$ cat src/rtl/assert_macros.svh
// Assertion macros shared by the RTL of the keyboard barcode assembler.
// No dependencies; files that check their logic include this header.
`ifndef ASSERT_MACROS_SVH
`define ASSERT_MACROS_SVH
`ifndef SYNTHESIS
// Property must hold at every clock edge outside reset.
`define ASSERT_ALWAYS(lbl, clk, rst, prop, msg) \
  lbl: assert property (@(posedge clk) disable iff (rst) prop) else $error(msg);
// Condition must never be true outside reset.
`define ASSERT_NEVER(lbl, clk, rst, cond, msg) \
  lbl: assert property (@(posedge clk) disable iff (rst) !(cond)) else $error(msg);
`else
`define ASSERT_ALWAYS(lbl, clk, rst, prop, msg)
`define ASSERT_NEVER(lbl, clk, rst, cond, msg)
`endif
`endif

$ cat src/rtl/hkba_pkg.sv
// Shared types, constants and keymap lookup for the keyboard barcode assembler.
// No dependencies; imported by every module of the block.
package hkba_pkg;

  // Scan buffer size; a scan holds at most BUFFER_BYTES-1 characters
  localparam int BUFFER_BYTES = 256;
  localparam logic [7:0] CHAR_LIMIT = 8'(BUFFER_BYTES - 1);

  localparam int KEY_SLOTS   = 8;
  localparam int SLOT_W      = $clog2(KEY_SLOTS);
  localparam int KEYMAP_SIZE = 57;
  localparam int FIRST_SLOT_BYTE = 2;

  localparam logic [7:0] SHIFT_MASK = 8'h22;

  // Character codes
  localparam logic [6:0] CH_NONE  = 7'h00;
  localparam logic [6:0] CH_CR    = 7'h0D;
  localparam logic [6:0] CH_SPACE = 7'h20;
  localparam logic [6:0] CH_DEL   = 7'h7F;
  localparam logic [6:0] CH_SLASH = 7'h2F;
  localparam logic [6:0] CH_SEMI  = 7'h3B;
  localparam logic [6:0] CH_COLON = 7'h3A;

  // Keycodes that differ on the German layout
  localparam logic [7:0] KC_Y      = 8'd28;
  localparam logic [7:0] KC_Z      = 8'd29;
  localparam logic [7:0] KC_7      = 8'd36;
  localparam logic [7:0] KC_COMMA  = 8'd54;
  localparam logic [7:0] KC_PERIOD = 8'd55;

  // US keymap, unshifted column
  localparam logic [6:0] KEYMAP_PLAIN [0:KEYMAP_SIZE-1] = '{
    7'h00, 7'h00, 7'h00, 7'h00,
    7'h61, 7'h62, 7'h63, 7'h64, 7'h65, 7'h66, 7'h67, 7'h68, 7'h69,
    7'h6A, 7'h6B, 7'h6C, 7'h6D, 7'h6E, 7'h6F, 7'h70, 7'h71, 7'h72,
    7'h73, 7'h74, 7'h75, 7'h76, 7'h77, 7'h78, 7'h79, 7'h7A,
    7'h31, 7'h32, 7'h33, 7'h34, 7'h35, 7'h36, 7'h37, 7'h38, 7'h39, 7'h30,
    7'h0D, 7'h00, 7'h08, 7'h00, 7'h20,
    7'h2D, 7'h3D, 7'h5B, 7'h5D, 7'h5C, 7'h5C, 7'h3B, 7'h27, 7'h60,
    7'h2C, 7'h2E, 7'h2F
  };

  // US keymap, shifted column
  localparam logic [6:0] KEYMAP_SHIFT [0:KEYMAP_SIZE-1] = '{
    7'h00, 7'h00, 7'h00, 7'h00,
    7'h41, 7'h42, 7'h43, 7'h44, 7'h45, 7'h46, 7'h47, 7'h48, 7'h49,
    7'h4A, 7'h4B, 7'h4C, 7'h4D, 7'h4E, 7'h4F, 7'h50, 7'h51, 7'h52,
    7'h53, 7'h54, 7'h55, 7'h56, 7'h57, 7'h58, 7'h59, 7'h5A,
    7'h21, 7'h40, 7'h23, 7'h24, 7'h25, 7'h5E, 7'h26, 7'h2A, 7'h28, 7'h29,
    7'h0D, 7'h00, 7'h00, 7'h00, 7'h20,
    7'h5F, 7'h2B, 7'h7B, 7'h7D, 7'h7C, 7'h7C, 7'h3A, 7'h22, 7'h7E,
    7'h3C, 7'h3E, 7'h3F
  };

  typedef enum logic [1:0] {
    KIND_SKIP  = 2'd0,
    KIND_CHAR  = 2'd1,
    KIND_ENTER = 2'd2
  } key_kind_t;

  // One classified key slot
  typedef struct packed {
    key_kind_t  kind;
    logic [6:0] ch;
  } slot_t;

  typedef slot_t [KEY_SLOTS-1:0] report_t;

  // One result word
  typedef struct packed {
    logic [6:0] character;
    logic       scan_end;
    logic [7:0] scan_length;
    logic       last;
  } result_t;

  // Map a keycode to a character and sort it into skip, printable or Enter
  function automatic slot_t classify(logic [7:0] kc, logic shift, logic german);
    logic [7:0] kc_map;
    logic [6:0] ch;
    slot_t      s;
    kc_map = kc;
    if (german && kc == KC_Y) begin
      kc_map = KC_Z;
    end else if (german && kc == KC_Z) begin
      kc_map = KC_Y;
    end
    if (kc >= 8'(KEYMAP_SIZE)) begin
      ch = CH_NONE;
    end else if (shift) begin
      ch = KEYMAP_SHIFT[kc_map[5:0]];
    end else begin
      ch = KEYMAP_PLAIN[kc_map[5:0]];
    end
    // German shifted overrides
    if (german && shift) begin
      if (kc == KC_7) begin
        ch = CH_SLASH;
      end else if (kc == KC_COMMA) begin
        ch = CH_SEMI;
      end else if (kc == KC_PERIOD) begin
        ch = CH_COLON;
      end
    end
    s.ch = ch;
    if (ch == CH_CR) begin
      s.kind = KIND_ENTER;
    end else if (ch >= CH_SPACE && ch < CH_DEL) begin
      s.kind = KIND_CHAR;
    end else begin
      s.kind = KIND_SKIP;
    end
    return s;
  endfunction

endpackage

$ cat src/rtl/hid_keyboard_barcode_assembler.sv
// Keyboard barcode assembler: HID boot keyboard reports in, barcode characters out.
// Top level; depends on hkba_pkg, hkba_front, hkba_back and hkba_out_fifo.
//
// Input channel: one report word (modifiers, report_bytes, key_a..key_h) is taken
// at a clock edge with push high and full low. A two-deep report queue sits
// behind it, so reports are taken while the previous one is still being worked.
// Result channel: while empty is low the oldest result word is on character,
// scan_end, scan_length and last; pop with empty low takes it. A report gives
// zero to eight words; last marks the final word of a report.
// Holding: a word is held in the back end until the next word of its report or
// the report's last slot is reached, then is pushed when the result queue has room.
// Slot walk: the back end walks the eight key slots one per cycle while a report
// is queued and the walker is not held; a report without results still has all
// eight slots walked.
// Stalls: with the result queue full the walker holds at a result slot while a word
// is pending; the report queue fills, full rises, and nothing is dropped.
// Configuration: cfg_write loads cfg_data into the layout select (1 = German);
// write it only while the block is idle.
// Reset (rst, synchronous): queues empty, scan count zero, German layout.

module hid_keyboard_barcode_assembler
  import hkba_pkg::*;
(
  input  logic       clk,
  input  logic       rst,
  input  logic       cfg_write,
  input  logic       cfg_data,
  input  logic       push,
  output logic       full,
  input  logic [7:0] modifiers,
  input  logic [3:0] report_bytes,
  input  logic [7:0] key_a,
  input  logic [7:0] key_b,
  input  logic [7:0] key_c,
  input  logic [7:0] key_d,
  input  logic [7:0] key_e,
  input  logic [7:0] key_f,
  input  logic [7:0] key_g,
  input  logic [7:0] key_h,
  output logic       empty,
  input  logic       pop,
  output logic [6:0] character,
  output logic       scan_end,
  output logic [7:0] scan_length,
  output logic       last
);

  logic    layout_german;
  logic    rq_valid;
  report_t rq_report;
  logic    rq_pop;
  logic    res_push;
  result_t res_word;
  logic    res_full;
  result_t out_word;

  // Layout select register
  always_ff @(posedge clk) begin
    if (rst) begin
      layout_german <= 1'b1;
    end else if (cfg_write) begin
      layout_german <= cfg_data;
    end
  end

  hkba_front u_front (
    .clk           (clk),
    .rst           (rst),
    .layout_german (layout_german),
    .push          (push),
    .full          (full),
    .modifiers     (modifiers),
    .report_bytes  (report_bytes),
    .key_a         (key_a),
    .key_b         (key_b),
    .key_c         (key_c),
    .key_d         (key_d),
    .key_e         (key_e),
    .key_f         (key_f),
    .key_g         (key_g),
    .key_h         (key_h),
    .rq_valid      (rq_valid),
    .rq_report     (rq_report),
    .rq_pop        (rq_pop)
  );

  hkba_back u_back (
    .clk       (clk),
    .rst       (rst),
    .rq_valid  (rq_valid),
    .rq_report (rq_report),
    .rq_pop    (rq_pop),
    .res_push  (res_push),
    .res_word  (res_word),
    .res_full  (res_full)
  );

  hkba_out_fifo u_out_fifo (
    .clk      (clk),
    .rst      (rst),
    .wr_push  (res_push),
    .wr_word  (res_word),
    .wr_full  (res_full),
    .rd_empty (empty),
    .rd_pop   (pop),
    .rd_word  (out_word)
  );

  assign character   = out_word.character;
  assign scan_end    = out_word.scan_end;
  assign scan_length = out_word.scan_length;
  assign last        = out_word.last;

endmodule

$ cat src/rtl/hkba_front.sv
// Front end: accepts a report, classifies its key slots, queues it for the back end.
// Depends on hkba_pkg and assert_macros.svh.
`include "assert_macros.svh"

module hkba_front
  import hkba_pkg::*;
(
  input  logic       clk,
  input  logic       rst,
  input  logic       layout_german,
  input  logic       push,
  output logic       full,
  input  logic [7:0] modifiers,
  input  logic [3:0] report_bytes,
  input  logic [7:0] key_a,
  input  logic [7:0] key_b,
  input  logic [7:0] key_c,
  input  logic [7:0] key_d,
  input  logic [7:0] key_e,
  input  logic [7:0] key_f,
  input  logic [7:0] key_g,
  input  logic [7:0] key_h,
  output logic       rq_valid,
  output report_t    rq_report,
  input  logic       rq_pop
);

  localparam int RQ_DEPTH = 2;
  localparam int RQ_PTR_W = $clog2(RQ_DEPTH);
  localparam int RQ_CNT_W = $clog2(RQ_DEPTH + 1);

  logic [7:0]          keys [KEY_SLOTS];
  logic                shift;
  report_t             classified;
  report_t             rq_mem [RQ_DEPTH];
  logic [RQ_PTR_W-1:0] wr_ptr;
  logic [RQ_PTR_W-1:0] rd_ptr;
  logic [RQ_CNT_W-1:0] cnt;
  logic                wr_en;
  logic                rd_en;

  assign keys[0] = key_a;
  assign keys[1] = key_b;
  assign keys[2] = key_c;
  assign keys[3] = key_d;
  assign keys[4] = key_e;
  assign keys[5] = key_f;
  assign keys[6] = key_g;
  assign keys[7] = key_h;

  assign shift = (modifiers & SHIFT_MASK) != 8'h00;

  // Classify every slot; slots at or past the report length are skipped
  always_comb begin
    for (int j = 0; j < KEY_SLOTS; j++) begin
      if (report_bytes > 4'(j + FIRST_SLOT_BYTE)) begin
        classified[j] = classify(keys[j], shift, layout_german);
      end else begin
        classified[j] = '{kind: KIND_SKIP, ch: CH_NONE};
      end
    end
  end

  // Report queue
  assign full      = cnt == RQ_CNT_W'(RQ_DEPTH);
  assign rq_valid  = cnt != '0;
  assign rq_report = rq_mem[rd_ptr];
  assign wr_en     = push && !full;
  assign rd_en     = rq_pop && rq_valid;

  always_ff @(posedge clk) begin
    if (wr_en) begin
      rq_mem[wr_ptr] <= classified;
    end
  end

  always_ff @(posedge clk) begin
    if (rst) begin
      wr_ptr <= '0;
      rd_ptr <= '0;
      cnt    <= '0;
    end else begin
      if (wr_en) begin
        wr_ptr <= wr_ptr + 1'b1;
      end
      if (rd_en) begin
        rd_ptr <= rd_ptr + 1'b1;
      end
      cnt <= cnt + RQ_CNT_W'(wr_en) - RQ_CNT_W'(rd_en);
    end
  end

  `ASSERT_NEVER(a_rq_over, clk, rst, cnt > RQ_CNT_W'(RQ_DEPTH), "report queue overflow")
  `ASSERT_NEVER(a_rq_under, clk, rst, rq_pop && cnt == '0, "pop from empty report queue")

endmodule

$ cat src/rtl/hkba_back.sv
// Back end: walks the queued key slots one per cycle unless held, keeps the scan count, builds results.
// Depends on hkba_pkg and assert_macros.svh.
`include "assert_macros.svh"

module hkba_back
  import hkba_pkg::*;
(
  input  logic    clk,
  input  logic    rst,
  input  logic    rq_valid,
  input  report_t rq_report,
  output logic    rq_pop,
  output logic    res_push,
  output result_t res_word,
  input  logic    res_full
);

  localparam logic [SLOT_W-1:0] LAST_SLOT = SLOT_W'(KEY_SLOTS - 1);

  logic [SLOT_W-1:0] idx;
  logic [7:0]        count;
  slot_t             slot;
  logic              take_char;
  logic              take_enter;
  logic              res;
  logic              can_push;
  logic              advance;
  logic              end_slot;
  result_t           new_word;

  // One result held back until it is known whether it ends its report
  result_t           pend;
  logic              p_valid;
  logic              p_final;

  assign slot       = rq_report[idx];
  assign take_char  = slot.kind == KIND_CHAR && count < CHAR_LIMIT;
  assign take_enter = slot.kind == KIND_ENTER && count != 8'd0;
  assign res        = rq_valid && (take_char || take_enter);
  assign can_push   = p_valid && !res_full;
  assign advance    = rq_valid && (!res || !p_valid || can_push);
  assign end_slot   = idx == LAST_SLOT;
  assign rq_pop     = advance && end_slot;
  assign res_push   = can_push && (p_final || (advance && res));

  always_comb begin
    res_word      = pend;
    res_word.last = p_final;
  end

  // Result for the current slot
  always_comb begin
    if (take_enter) begin
      new_word = '{character: CH_NONE, scan_end: 1'b1, scan_length: count, last: 1'b0};
    end else begin
      new_word = '{character: slot.ch, scan_end: 1'b0, scan_length: 8'd0, last: 1'b0};
    end
  end

  always_ff @(posedge clk) begin
    if (advance && res) begin
      pend <= new_word;
    end
  end

  // Slot walker, scan count and pending control
  always_ff @(posedge clk) begin
    if (rst) begin
      idx     <= '0;
      count   <= '0;
      p_valid <= 1'b0;
      p_final <= 1'b0;
    end else begin
      if (advance) begin
        idx <= end_slot ? '0 : idx + 1'b1;
        if (take_char) begin
          count <= count + 8'd1;
        end else if (take_enter) begin
          count <= 8'd0;
        end
      end
      priority if (advance && res) begin
        p_valid <= 1'b1;
        p_final <= end_slot;
      end else if (res_push) begin
        p_valid <= 1'b0;
        p_final <= 1'b0;
      end else if (advance && end_slot && p_valid) begin
        p_final <= 1'b1;
      end
    end
  end

  `ASSERT_NEVER(a_final_valid, clk, rst, p_final && !p_valid, "final flag without pending word")
  `ASSERT_ALWAYS(a_enter_clear, clk, rst, advance && take_enter |=> count == 8'd0,
                 "count not cleared after end marker")

endmodule

$ cat src/rtl/hkba_out_fifo.sv
// Result queue between the back end and the result ports.
// Depends on hkba_pkg and assert_macros.svh.
`include "assert_macros.svh"

module hkba_out_fifo
  import hkba_pkg::*;
(
  input  logic    clk,
  input  logic    rst,
  input  logic    wr_push,
  input  result_t wr_word,
  output logic    wr_full,
  output logic    rd_empty,
  input  logic    rd_pop,
  output result_t rd_word
);

  localparam int DEPTH = 4;
  localparam int PTR_W = $clog2(DEPTH);
  localparam int CNT_W = $clog2(DEPTH + 1);

  result_t          mem [DEPTH];
  logic [PTR_W-1:0] wr_ptr;
  logic [PTR_W-1:0] rd_ptr;
  logic [CNT_W-1:0] cnt;
  logic             wr_en;
  logic             rd_en;

  assign wr_full  = cnt == CNT_W'(DEPTH);
  assign rd_empty = cnt == '0;
  assign rd_word  = mem[rd_ptr];
  assign wr_en    = wr_push && !wr_full;
  assign rd_en    = rd_pop && !rd_empty;

  always_ff @(posedge clk) begin
    if (wr_en) begin
      mem[wr_ptr] <= wr_word;
    end
  end

  always_ff @(posedge clk) begin
    if (rst) begin
      wr_ptr <= '0;
      rd_ptr <= '0;
      cnt    <= '0;
    end else begin
      if (wr_en) begin
        wr_ptr <= wr_ptr + 1'b1;
      end
      if (rd_en) begin
        rd_ptr <= rd_ptr + 1'b1;
      end
      cnt <= cnt + CNT_W'(wr_en) - CNT_W'(rd_en);
    end
  end

  `ASSERT_NEVER(a_push_full, clk, rst, wr_push && wr_full, "result word pushed while full")
  `ASSERT_NEVER(a_cnt_range, clk, rst, cnt > CNT_W'(DEPTH), "result queue count out of range")

endmodule

$ cat config.mk
export PLATFORM = sky130hd
export DESIGN_NAME = hid_keyboard_barcode_assembler
export DESIGN_NICKNAME = d
export VERILOG_FILES = /design/src/rtl/hkba_pkg.sv /design/src/rtl/hid_keyboard_barcode_assembler.sv /design/src/rtl/hkba_front.sv /design/src/rtl/hkba_back.sv /design/src/rtl/hkba_out_fifo.sv
export VERILOG_INCLUDE_DIRS = /design/src /design/src/rtl
export SDC_FILE = /design/constraint.sdc
export NUM_CORES = 1
export LEC_CHECK = 0
export BUFFER_PORTS_ARGS = -buffer_cell sky130_fd_sc_hd__buf_2
export CORE_MARGIN = 10
export CORE_UTILIZATION = 55
export DETAILED_ROUTE_END_ITERATION = 6
export PLACE_DENSITY = 0.73
export SYNTH_ARGS = -nofsm -noshare
export SYNTH_HDL_FRONTEND = slang
export SYNTH_SLANG_ARGS = --single-unit
$ cat constraint.sdc
create_clock -name clk -period 9.1 [get_ports clk]
set_clock_uncertainty 0.05 [all_clocks]
set_input_delay 2.73 -clock clk [delete_from_list [all_inputs] [get_ports clk]]
set_output_delay 2.73 -clock clk [all_outputs]
set_load 0.005 [all_outputs]
==> flow_metrics.env, run 1 <==
export IMPL_status="finished, final reports clean"
export IMPL_layout_cell_area_non_filler_mm2=0.01936
export IMPL_via_count_of_the_first_global_routing_pass=13650
export IMPL_tritoncts_num_sinks=256
export IMPL_timing_reg2reg_setup_slack_ns=4.83
export IMPL_initialDrtViolationCount=2277
export IMPL_pre_cts_slack_ns=2.195
export IMPL_syn_to_layout_area_delta_pct=7.461
export IMPL_post_cts_resized=0
export IMPL_floorplan_die_area_mm2=0.04039
export IMPL_setup_violations=0
export IMPL_drc_errors=0
export IMPL_post_synth_net_total=1975
export IMPL_compound_cell_area_share_of_the_yosys_netlist=0.2233
export IMPL_rows=66
export IMPL_grt_pass1_wl_um=76000
export IMPL_rr_worst_depth=12
export IMPL_cp_end_kind="register"
export IMPL_synth_top_family_by_area="compound AO/OA/AOI/OAI gates"
export IMPL_drive_above_1_share=0.1400
export IMPL_dp_hpwl_um=31850
export IMPL_max_slew_margin_rel=0.2709
export IMPL_register_area_mm2=0.007408
export IMPL_fillers=2680
export IMPL_ys_ff_latch=256
export IMPL_critPathMaxFanout=40
export IMPL_min_period_over_period=0.7154
export IMPL_critical_path_max_stage_delay_ns=0.71
export IMPL_timing_critical_path_slowest_stage_cell="nor4b_1"
export IMPL_finalNetCount=1945
export IMPL_maxClockFrequency_mhz=153.6
export IMPL_ys_warn_count=0
export IMPL_drt_vias_per_instance=6.723
export IMPL_clock_tree_from_tritoncts="done"
export IMPL_io_buffer_count=94
export IMPL_period_minus_slack_ns=6.510
export IMPL_cp_start_kind="input pin"
export IMPL_cts_repair_timing_setup_buffer_count=0
export IMPL_ctsHoldBuffers=0
export IMPL_reg2reg_to="u_front.rq_mem[1][34]"
export IMPL_antenna_left=0
export IMPL_asyncSetResetFlopFracSynth=0
export IMPL_timing_max_cap_violations=0
export IMPL_crit_path_start="key_a[2]"
export IMPL_power_per_cell_area_mw_per_mm2=165.9
export IMPL_timing_rr_start="layout_german"
export IMPL_dpl_cell_area_mm2=0.01851
export IMPL_detail_route_first_pass_iterations=7
export IMPL_n_antenna_cell=0
export IMPL_initial_core_util=0.5550
export IMPL_holdCritPathClass="reg2reg"
export IMPL_final_setup_worst_slack_ns=2.590
export IMPL_arrival_ns=6.83
export IMPL_most_common_layout_cells="228 x edfxtp_1, 147 x nor2_1, 120 x o21ai_0"
export IMPL_synthesis_area_per_instance_um2=9.747
export IMPL_maximum_vdd_drop_uv=156.1
export IMPL_grt_remaining_overflow=0
export IMPL_most_used_flip_flop_cell_after_synthesis="edfxtp_1"
export IMPL_ys_seq_area_frac=0.4112
export IMPL_clk_pin_slew_worst_paths_ns=0.06
export IMPL_post_synth_edffs=228
export IMPL_crit_path_end="u_front.rq_mem[0][8]"
export IMPL_report_power_total_mw=3.212
export IMPL_floorplan_die_width_um=201.0
export IMPL_maxSlewViolCount=0
export IMPL_yosys_area_share_simple=0.1794
export IMPL_totalWireLength_um=47690
export IMPL_synth_cell_type_count=102
export IMPL_chipHeight_um=201.0
export IMPL_setup_tns_ns=0
export IMPL_number_of_antenna_violations_at_the_first_check_in_global_routing=0
export IMPL_place_gp_congestion=0.9339
export IMPL_total_grt_usage=0.2232
export IMPL_leakagePower_nw=6.670
export IMPL_xor_xnor_portion_of_the_synthesized_cell_area=0.01264
export IMPL_timing_worst_slew_pin_value_ns=1.084
export IMPL_htree_num_levels=1
export IMPL_layout_commonest_cell="edfxtp_1"
export IMPL_netlist_area_mm2=0.01801
export IMPL_synth_fa_ha_area_frac=0.03168
export IMPL_timing_worst_setup_path_type="in2reg"
export IMPL_detail_route_wl_per_cell_um=20.93
export IMPL_fp_coreArea_mm2=0.03245
export IMPL_max_clock_path_buffers=3
export IMPL_root_buffer="clkbuf_16"
export IMPL_worst_ep_required_time_ns=9.42
export IMPL_multi_input_comb_area_mm2=0.009708
export IMPL_worst_min_delay_path_startpoint="u_back.res_word[4]"
export IMPL_ioPinCount=101
export IMPL_cts_inserted_buffers=24
export IMPL_synth_mux_area_frac=0.09107
export IMPL_finalHoldViolations=0
export IMPL_netlist_instances=1848
export IMPL_holdWs_ns=0.4532
export IMPL_final_core_util=0.5964
export IMPL_final_instance_count_excl_fill=2278
export IMPL_setup_repair_after_global_routing_missed_its_margin="false"
export IMPL_timing_critical_path_cells="buf_2, nor4b_1, nand3_1, xnor2_1, inv_1, ha_1, or3b_2, a31oi_1, a211oi_1, a211oi_1, a31oi_1, nor2_1, and4_1"
export IMPL_place_inst=2234
export IMPL_total_via_count_after_detailed_routing=15310
export IMPL_grt_max_degree=73
export IMPL_insertion_delay_ns=0.51
==> per-layer routing <==
metal	up-vias	global-route usage	wire length (µm)
met1	7383	0.3223	20810
met2	787	0.3552	22430
met3	62	0.02808	3713
met4	0	0.04030	731
li1	7082	-	-
met5	-	0	0
==> worst max-delay path: cells and delay by family <==
family / cells / cell delay (ns)
AO/OA/AOI/OAI: 4 / 0.80
XOR/XNOR: 1 / 0.45
adder cells (fa/ha/maj): 1 / 0.36
buffers and inverters: 2 / 0.62
AND/OR/NAND/NOR: 5 / 1.85
==> area by class of cell <==
cell class	count	area share
Inverter	74	0.01435
Timing Repair Buffer	106	0.02896
Sequential cell	256	0.3827
Tap cell	442	0.02857
Clock inverter	11	0.009438
Clock buffer	33	0.03439
Multi-Input combinational cell	1356	0.5016
==> flip-flops by register name (all words and copies together) (netlist names), named ones only <==
signal / count
u_front.rq_mem: 144
u_out_fifo.mem: 68
u_back.res_word: 16
u_back.count: 8
u_back.idx: 3
u_out_fifo.cnt: 3
u_front.cnt: 2
u_out_fifo.rd_ptr: 2
u_out_fifo.wr_ptr: 2
layout_german: 1
u_back.p_final: 1
u_back.p_valid: 1
u_front.rd_ptr: 1
u_front.wr_ptr: 1
==> cell families after synthesis <==
kind of cell             count (synthesis)
AND/OR/NAND/NOR                        616
flip-flops                             256
multiplexers                            90
adder cells (fa/ha/maj)                 45
XOR/XNOR                                26
AO/OA/AOI/OAI                          579
buffers and inverters                  236
==> synth_stat cells (all sizes together) (16+ instances only) <==
master  number  share of area
a211oi      26          0.011
a21boi      17         0.0071
a21oi      113          0.031
a221oi      22          0.011
a22oi       18         0.0088
a31oi       36          0.013
and2        36          0.013
and3        17         0.0059
buf         32         0.0081
clkbuf     130          0.027
dfxtp       28          0.031
edfxtp     228           0.38
ha          44          0.031
inv         73          0.015
mux2i       21          0.012
mux4        58          0.073
nand2      120          0.025
nand2b      28         0.0097
nand3       50          0.014
nand4       18         0.0063
nor2       149          0.031
nor2b       54          0.019
nor3        46          0.013
o211ai      23         0.0096
o21a        16         0.0067
o21ai      127          0.035
o221ai      17         0.0083
or3         16         0.0056
xnor2       19         0.0092
==> power by group <==
part / internal, mW / switching (mW)
Combinational: 0.292 / 0.434
Sequential: 1.38 / 0.0455
Clock: 0.654 / 0.409
==> how the worst min path moves through the flow <==
| stage | to | slack, ns | cells past startpoint |
|---|---|---|---|
| after floorplan | u_out_fifo.mem[0][10] | 0.41 | 0 |
| after global placement | u_out_fifo.mem[3][4] | 0.42 | 0 |
| after detailed placement | u_out_fifo.mem[0][4] | 0.44 | 0 |
| after CTS | u_out_fifo.mem[2][4] | 0.45 | 0 |
| after global routing | u_out_fifo.mem[3][4] | 0.47 | 0 |
| final | u_out_fifo.mem[0][4] | 0.45 | 0 |
Power figures use the tool's default switching activity.
==> run 2: changes to the inputs <==
- PLACE_DENSITY: 0.73 -> 0.76
- clock period: 9.1 -> 5.9 ns (I/O delays scaled with it)
==> run 2 against run 1 <==
Cell count increased by 0.88%. Largest cell class unchanged. Highest routed layer is now met5. Count of clock-buffer cells in the layout decreased by 3. Critical endpoint is now u_front.rq_mem[0][26]. Setup slack got worse by 1.8 ns. Utilization up 0.52 points.
==> flow_metrics.env, run 2 (synthesis results as in run 1) <==
export IMPL_worst_min_delay_path_startpoint="u_back.res_word[4]"
export IMPL_min_period_over_period=0.8659
export IMPL_ioPinCount=101
export IMPL_total_grt_usage=0.2250
export IMPL_timing_critical_path_slowest_stage_cell="or4b_2"
export IMPL_floorplan_die_area_mm2=0.04039
export IMPL_most_common_layout_cells="228 x edfxtp_1, 147 x nor2_1, 120 x o21ai_0"
export IMPL_critical_path_max_stage_delay_ns=0.70
export IMPL_detail_route_first_pass_iterations=5
export IMPL_cts_repair_timing_setup_buffer_count=0
export IMPL_totalWireLength_um=47990
export IMPL_final_setup_worst_slack_ns=0.7911
export IMPL_ctsHoldBuffers=0
export IMPL_timing_critical_path_cells="buf_2, or4b_2, nor3_1, xnor2_1, ha_1, nand2b_1, a41oi_1, a211oi_1, a311oi_1, nor2b_1, nor4bb_1"
export IMPL_status="finished, final reports clean"
export IMPL_final_instance_count_excl_fill=2298
export IMPL_timing_worst_setup_path_type="in2reg"
export IMPL_timing_rr_start="layout_german"
export IMPL_worst_ep_required_time_ns=6.14
export IMPL_floorplan_die_width_um=201.0
export IMPL_drive_above_1_share=0.1519
export IMPL_fp_coreArea_mm2=0.03245
export IMPL_layout_cell_area_non_filler_mm2=0.01953
export IMPL_grt_remaining_overflow=0
export IMPL_rows=66
export IMPL_place_inst=2253
export IMPL_arrival_ns=5.35
export IMPL_maxClockFrequency_mhz=195.7
export IMPL_dp_hpwl_um=33080
export IMPL_pre_cts_slack_ns=0.3767
export IMPL_max_clock_path_buffers=3
export IMPL_top_reg_by_flops="u_front.rq_mem"
export IMPL_layout_commonest_cell="edfxtp_1"
export IMPL_holdCritPathClass="reg2reg"
export IMPL_multi_input_comb_area_mm2=0.009708
export IMPL_cp_end_kind="register"
export IMPL_period_minus_slack_ns=5.109
export IMPL_antenna_left=0
export IMPL_cts_inserted_buffers=25
export IMPL_max_slew_margin_rel=0.2609
export IMPL_fillers=2629
export IMPL_register_area_mm2=0.007408
export IMPL_drc_errors=0
export IMPL_cp_start_kind="input pin"
export IMPL_post_cts_resized=0
export IMPL_detail_route_wl_per_cell_um=20.88
export IMPL_initialDrtViolationCount=1949
export IMPL_clock_tree_from_tritoncts="done"
export IMPL_dpl_cell_area_mm2=0.01866
export IMPL_number_of_antenna_violations_at_the_first_check_in_global_routing=1
export IMPL_finalNetCount=1965
export IMPL_drt_vias_per_instance=6.738
export IMPL_via_count_of_the_first_global_routing_pass=14240
export IMPL_final_core_util=0.6017
export IMPL_total_via_count_after_detailed_routing=15480
export IMPL_grt_pass1_wl_um=76810
export IMPL_n_antenna_cell=0
export IMPL_crit_family="simple AND/OR/NAND/NOR gates"
export IMPL_finalHoldViolations=0
export IMPL_critPathMaxFanout=17
export IMPL_worst_path_buf_inv=1
export IMPL_htree_num_levels=1
export IMPL_power_per_cell_area_mw_per_mm2=254.2
export IMPL_crit_path_start="key_c[5]"
export IMPL_grt_max_degree=73
export IMPL_maxSlewViolCount=0
export IMPL_largest_register_ff_count=144
export IMPL_leakagePower_nw=6.776
export IMPL_timing_worst_slew_pin_value_ns=1.106
export IMPL_insertion_delay_ns=0.51
export IMPL_timing_max_cap_violations=0
export IMPL_setup_repair_after_global_routing_missed_its_margin="false"
export IMPL_chipHeight_um=201.0
export IMPL_setup_tns_ns=0
export IMPL_maximum_vdd_drop_uv=210.8
export IMPL_setup_violations=0
export IMPL_io_buffer_count=94
export IMPL_root_buffer="clkbuf_16"
export IMPL_initial_core_util=0.5550
export IMPL_place_gp_congestion=0.9489
export IMPL_tritoncts_num_sinks=256
export IMPL_clk_pin_slew_worst_paths_ns=0.07
export IMPL_syn_to_layout_area_delta_pct=8.405
[run 2: cell count changes in the layout (fill, tap and decap cells not counted), moves of 2 or more]
cell        change
buf_4          +18
bufinv_16       -2
clkbuf_1        -5
clkbuf_16       +2
clkinvlp_4      +2
[run 2: power by group]
part,internal [mW],switching [mW]
logic,0.459,0.644
registers,2.12,0.0960
clock network,0.979,0.663
total,3.56,1.40
[run 2: final cells by class]
class                   count  area share
well taps                 442     0.02832
clock buffers              30     0.03569
inverters                  74     0.01423
clock inverters            15    0.008522
flip-flops and latches    256      0.3794
multi-input cells        1356      0.4972
repair buffers            125     0.03665
[run 2: path summary, 6_finish.rpt]
path                            to  slack, ns  depth (start not counted)
max reg2reg  u_front.rq_mem[0][43]       1.42                         11
max          u_front.rq_mem[0][26]       0.79                         11
min           u_out_fifo.mem[0][4]       0.45                          0
min reg2reg   u_out_fifo.mem[0][4]       0.45                          0
[run 2: layer usage]
| metal | global-route usage | vias to the layer above | share of wire |
|---|---|---|---|
| met5 | 0 | - | 0.00025 |
| met4 | 0.05112 | 2 | 0.022 |
| met3 | 0.03001 | 107 | 0.086 |
| met2 | 0.3677 | 812 | 0.48 |
| met1 | 0.3117 | 7451 | 0.41 |
| li1 | - | 7111 | - |
[run 2: worst reg2reg max path: stages, from the launching register on]
cell,delay (ns)
dfxtp_1,0.82
or4b_1,0.56
o31ai_1,0.45
and2_1,0.25
ha_1,0.36
nor2b_1,0.10
a2111oi_0,0.56
nor3_1,0.12
a211oi_1,0.31
nor2b_1,0.18
o2111ai_1,0.12
o31a_1,0.35
[run 2: per-stage QoR]
stage                     hold WS, ns  power, mW
after floorplan                0.4087      3.022
after global placement         0.4249      3.310
after detailed placement       0.4308      3.349
after CTS                      0.4472      4.985
after global routing           0.4772      5.180
final                          0.4530      4.964
==> run 3: changes to the inputs <==
- PLACE_DENSITY: 0.76 -> 0.84
==> run 3 against run 2 <==
Clock power grew 3%. Utilization is essentially flat. Count of clock-buffer cells in the layout grew 2. Critical path depth grew 1. Via count grew 1.3%. Combinational power is essentially flat. Design area is essentially flat. Sequential power is essentially flat. Register-to-register slack lost 0.11 ns. Sequential share of layout area is essentially flat. Die area is the same. Critical endpoint is now u_front.rq_mem[1][26].
==> flow_metrics.env, run 3 (synthesis results as in run 1) <==
export IMPL_setup_violations=0
export IMPL_worst_ep_required_time_ns=6.11
export IMPL_rows=66
export IMPL_total_via_count_after_detailed_routing=15690
export IMPL_max_clock_path_buffers=3
export IMPL_number_of_antenna_violations_at_the_first_check_in_global_routing=4
export IMPL_totalWireLength_um=48850
export IMPL_drive_above_1_share=0.1502
export IMPL_grt_max_degree=42
export IMPL_antenna_left=0
export IMPL_instance_count_on_the_critical_path=12
export IMPL_tritoncts_num_sinks=256
export IMPL_min_delay_path_depth=0
export IMPL_power_per_cell_area_mw_per_mm2=256.6
export IMPL_setup_repair_after_global_routing_missed_its_margin="false"
export IMPL_total_grt_usage=0.2291
export IMPL_grt_remaining_overflow=0
export IMPL_initial_core_util=0.5550
export IMPL_holdWs_ns=0.4531
export IMPL_syn_to_layout_area_delta_pct=8.474
export IMPL_post_cts_resized=0
export IMPL_detail_route_wl_per_cell_um=21.23
export IMPL_grt_pass1_wl_um=78140
export IMPL_clk_pin_slew_worst_paths_ns=0.06
export IMPL_rr_worst_depth=11
export IMPL_floorplan_die_area_mm2=0.04039
export IMPL_most_common_layout_cells="228 x edfxtp_1, 147 x nor2_1, 120 x o21ai_0"
export IMPL_min_period_over_period=0.8613
export IMPL_critical_path_max_stage_delay_ns=0.68
export IMPL_initialDrtViolationCount=2708
export IMPL_top_reg_by_flops="u_front.rq_mem"
export IMPL_timing_critical_path_cells="buf_2, or4b_2, nor3_1, xnor2_1, ha_1, nand2_1, o21ai_0, a221o_1, a211oi_1, a311oi_1, nor2b_1, nor4bb_1"
export IMPL_floorplan_die_width_um=201.0
export IMPL_leakagePower_nw=6.778
export IMPL_max_slew_margin_rel=0.2539
export IMPL_crit_family="simple AND/OR/NAND/NOR gates"
export IMPL_cp_start_kind="input pin"
export IMPL_timing_worst_setup_path_type="in2reg"
export IMPL_insertion_delay_ns=0.54
export IMPL_worst_path_buf_inv=1
export IMPL_layout_commonest_cell="edfxtp_1"
export IMPL_largest_register_ff_count=144
export IMPL_htree_num_levels=1
export IMPL_maxClockFrequency_mhz=196.8
export IMPL_io_buffer_count=94
export IMPL_detail_route_first_pass_iterations=6
export IMPL_drt_vias_per_instance=6.820
export IMPL_cp_end_kind="register"
export IMPL_fp_coreArea_mm2=0.03245
export IMPL_timing_max_cap_violations=0
export IMPL_dp_hpwl_um=33200
export IMPL_cts_repair_timing_setup_buffer_count=0
export IMPL_setup_tns_ns=0
export IMPL_place_gp_congestion=0.9627
export IMPL_timing_worst_slew_pin_value_ns=1.118
export IMPL_via_count_of_the_first_global_routing_pass=14350
export IMPL_drc_errors=0
export IMPL_clock_tree_from_tritoncts="done"
export IMPL_maxSlewViolCount=0
export IMPL_finalHoldViolations=0
export IMPL_ioPinCount=101
export IMPL_root_buffer="clkbuf_16"
export IMPL_finalNetCount=1964
export IMPL_cts_inserted_buffers=26
export IMPL_critPathMaxFanout=17
export IMPL_status="finished, final reports clean"
export IMPL_holdCritPathClass="reg2reg"
export IMPL_period_minus_slack_ns=5.082
export IMPL_ctsHoldBuffers=0
export IMPL_fillers=2603
export IMPL_arrival_ns=5.29
export IMPL_timing_critical_path_slowest_stage_cell="or4b_2"
export IMPL_maximum_vdd_drop_uv=232.2
export IMPL_chipHeight_um=201.0
==> run 3: worst paths after layout <==
kind	start	to	slack, ns
setup / recovery	key_c[5]	u_front.rq_mem[1][26]	0.82
hold / removal	u_back.res_word[12]	u_out_fifo.mem[1][12]	0.45
setup reg to reg	layout_german	u_front.rq_mem[1][43]	1.31
hold reg to reg	u_back.res_word[12]	u_out_fifo.mem[1][12]	0.45
==> run 3: where the power goes <==
part / internal (mW) / switching, mW
Clock: 1.01 / 0.678
Combinational: 0.455 / 0.643
Sequential: 2.12 / 0.105
Total: 3.59 / 1.43
==> run 3: area by class of cell <==
type,count,area [µm²],area share
clock inverter,16,172.7,0.008837
timing repair buffer,123,688.2,0.03522
tap,442,553.0,0.02830
antenna,2,5.005,0.0002561
sequential,256,7408,0.3792
inverter,74,277.8,0.01422
multi-input combinational,1356,9708,0.4969
clock buffer,32,725.7,0.03714
==> run 3: per-layer routing <==
metal,vias up,global-route usage,share of wire
li1,7118,-,-
met5,-,0,0.00070
met1,7475,0.3155,0.41
met2,948,0.3675,0.47
met4,6,0.06248,0.029
met3,145,0.03695,0.092
==> run 3: per-stage QoR <==
stage,setup WS [ns],power [mW],util,instances,cell area (µm²)
floorplan,0.4848,3.022,-,1848,18010
global placement,0.4466,3.294,0.5742,2251,18640
detailed placement,0.3895,3.341,0.5742,2251,18640
CTS,0.9363,5.015,0.6019,2299,19530
global route,0.6724,5.222,0.6020,2300,19540
finish,0.8184,5.014,0.6021,2301,19540
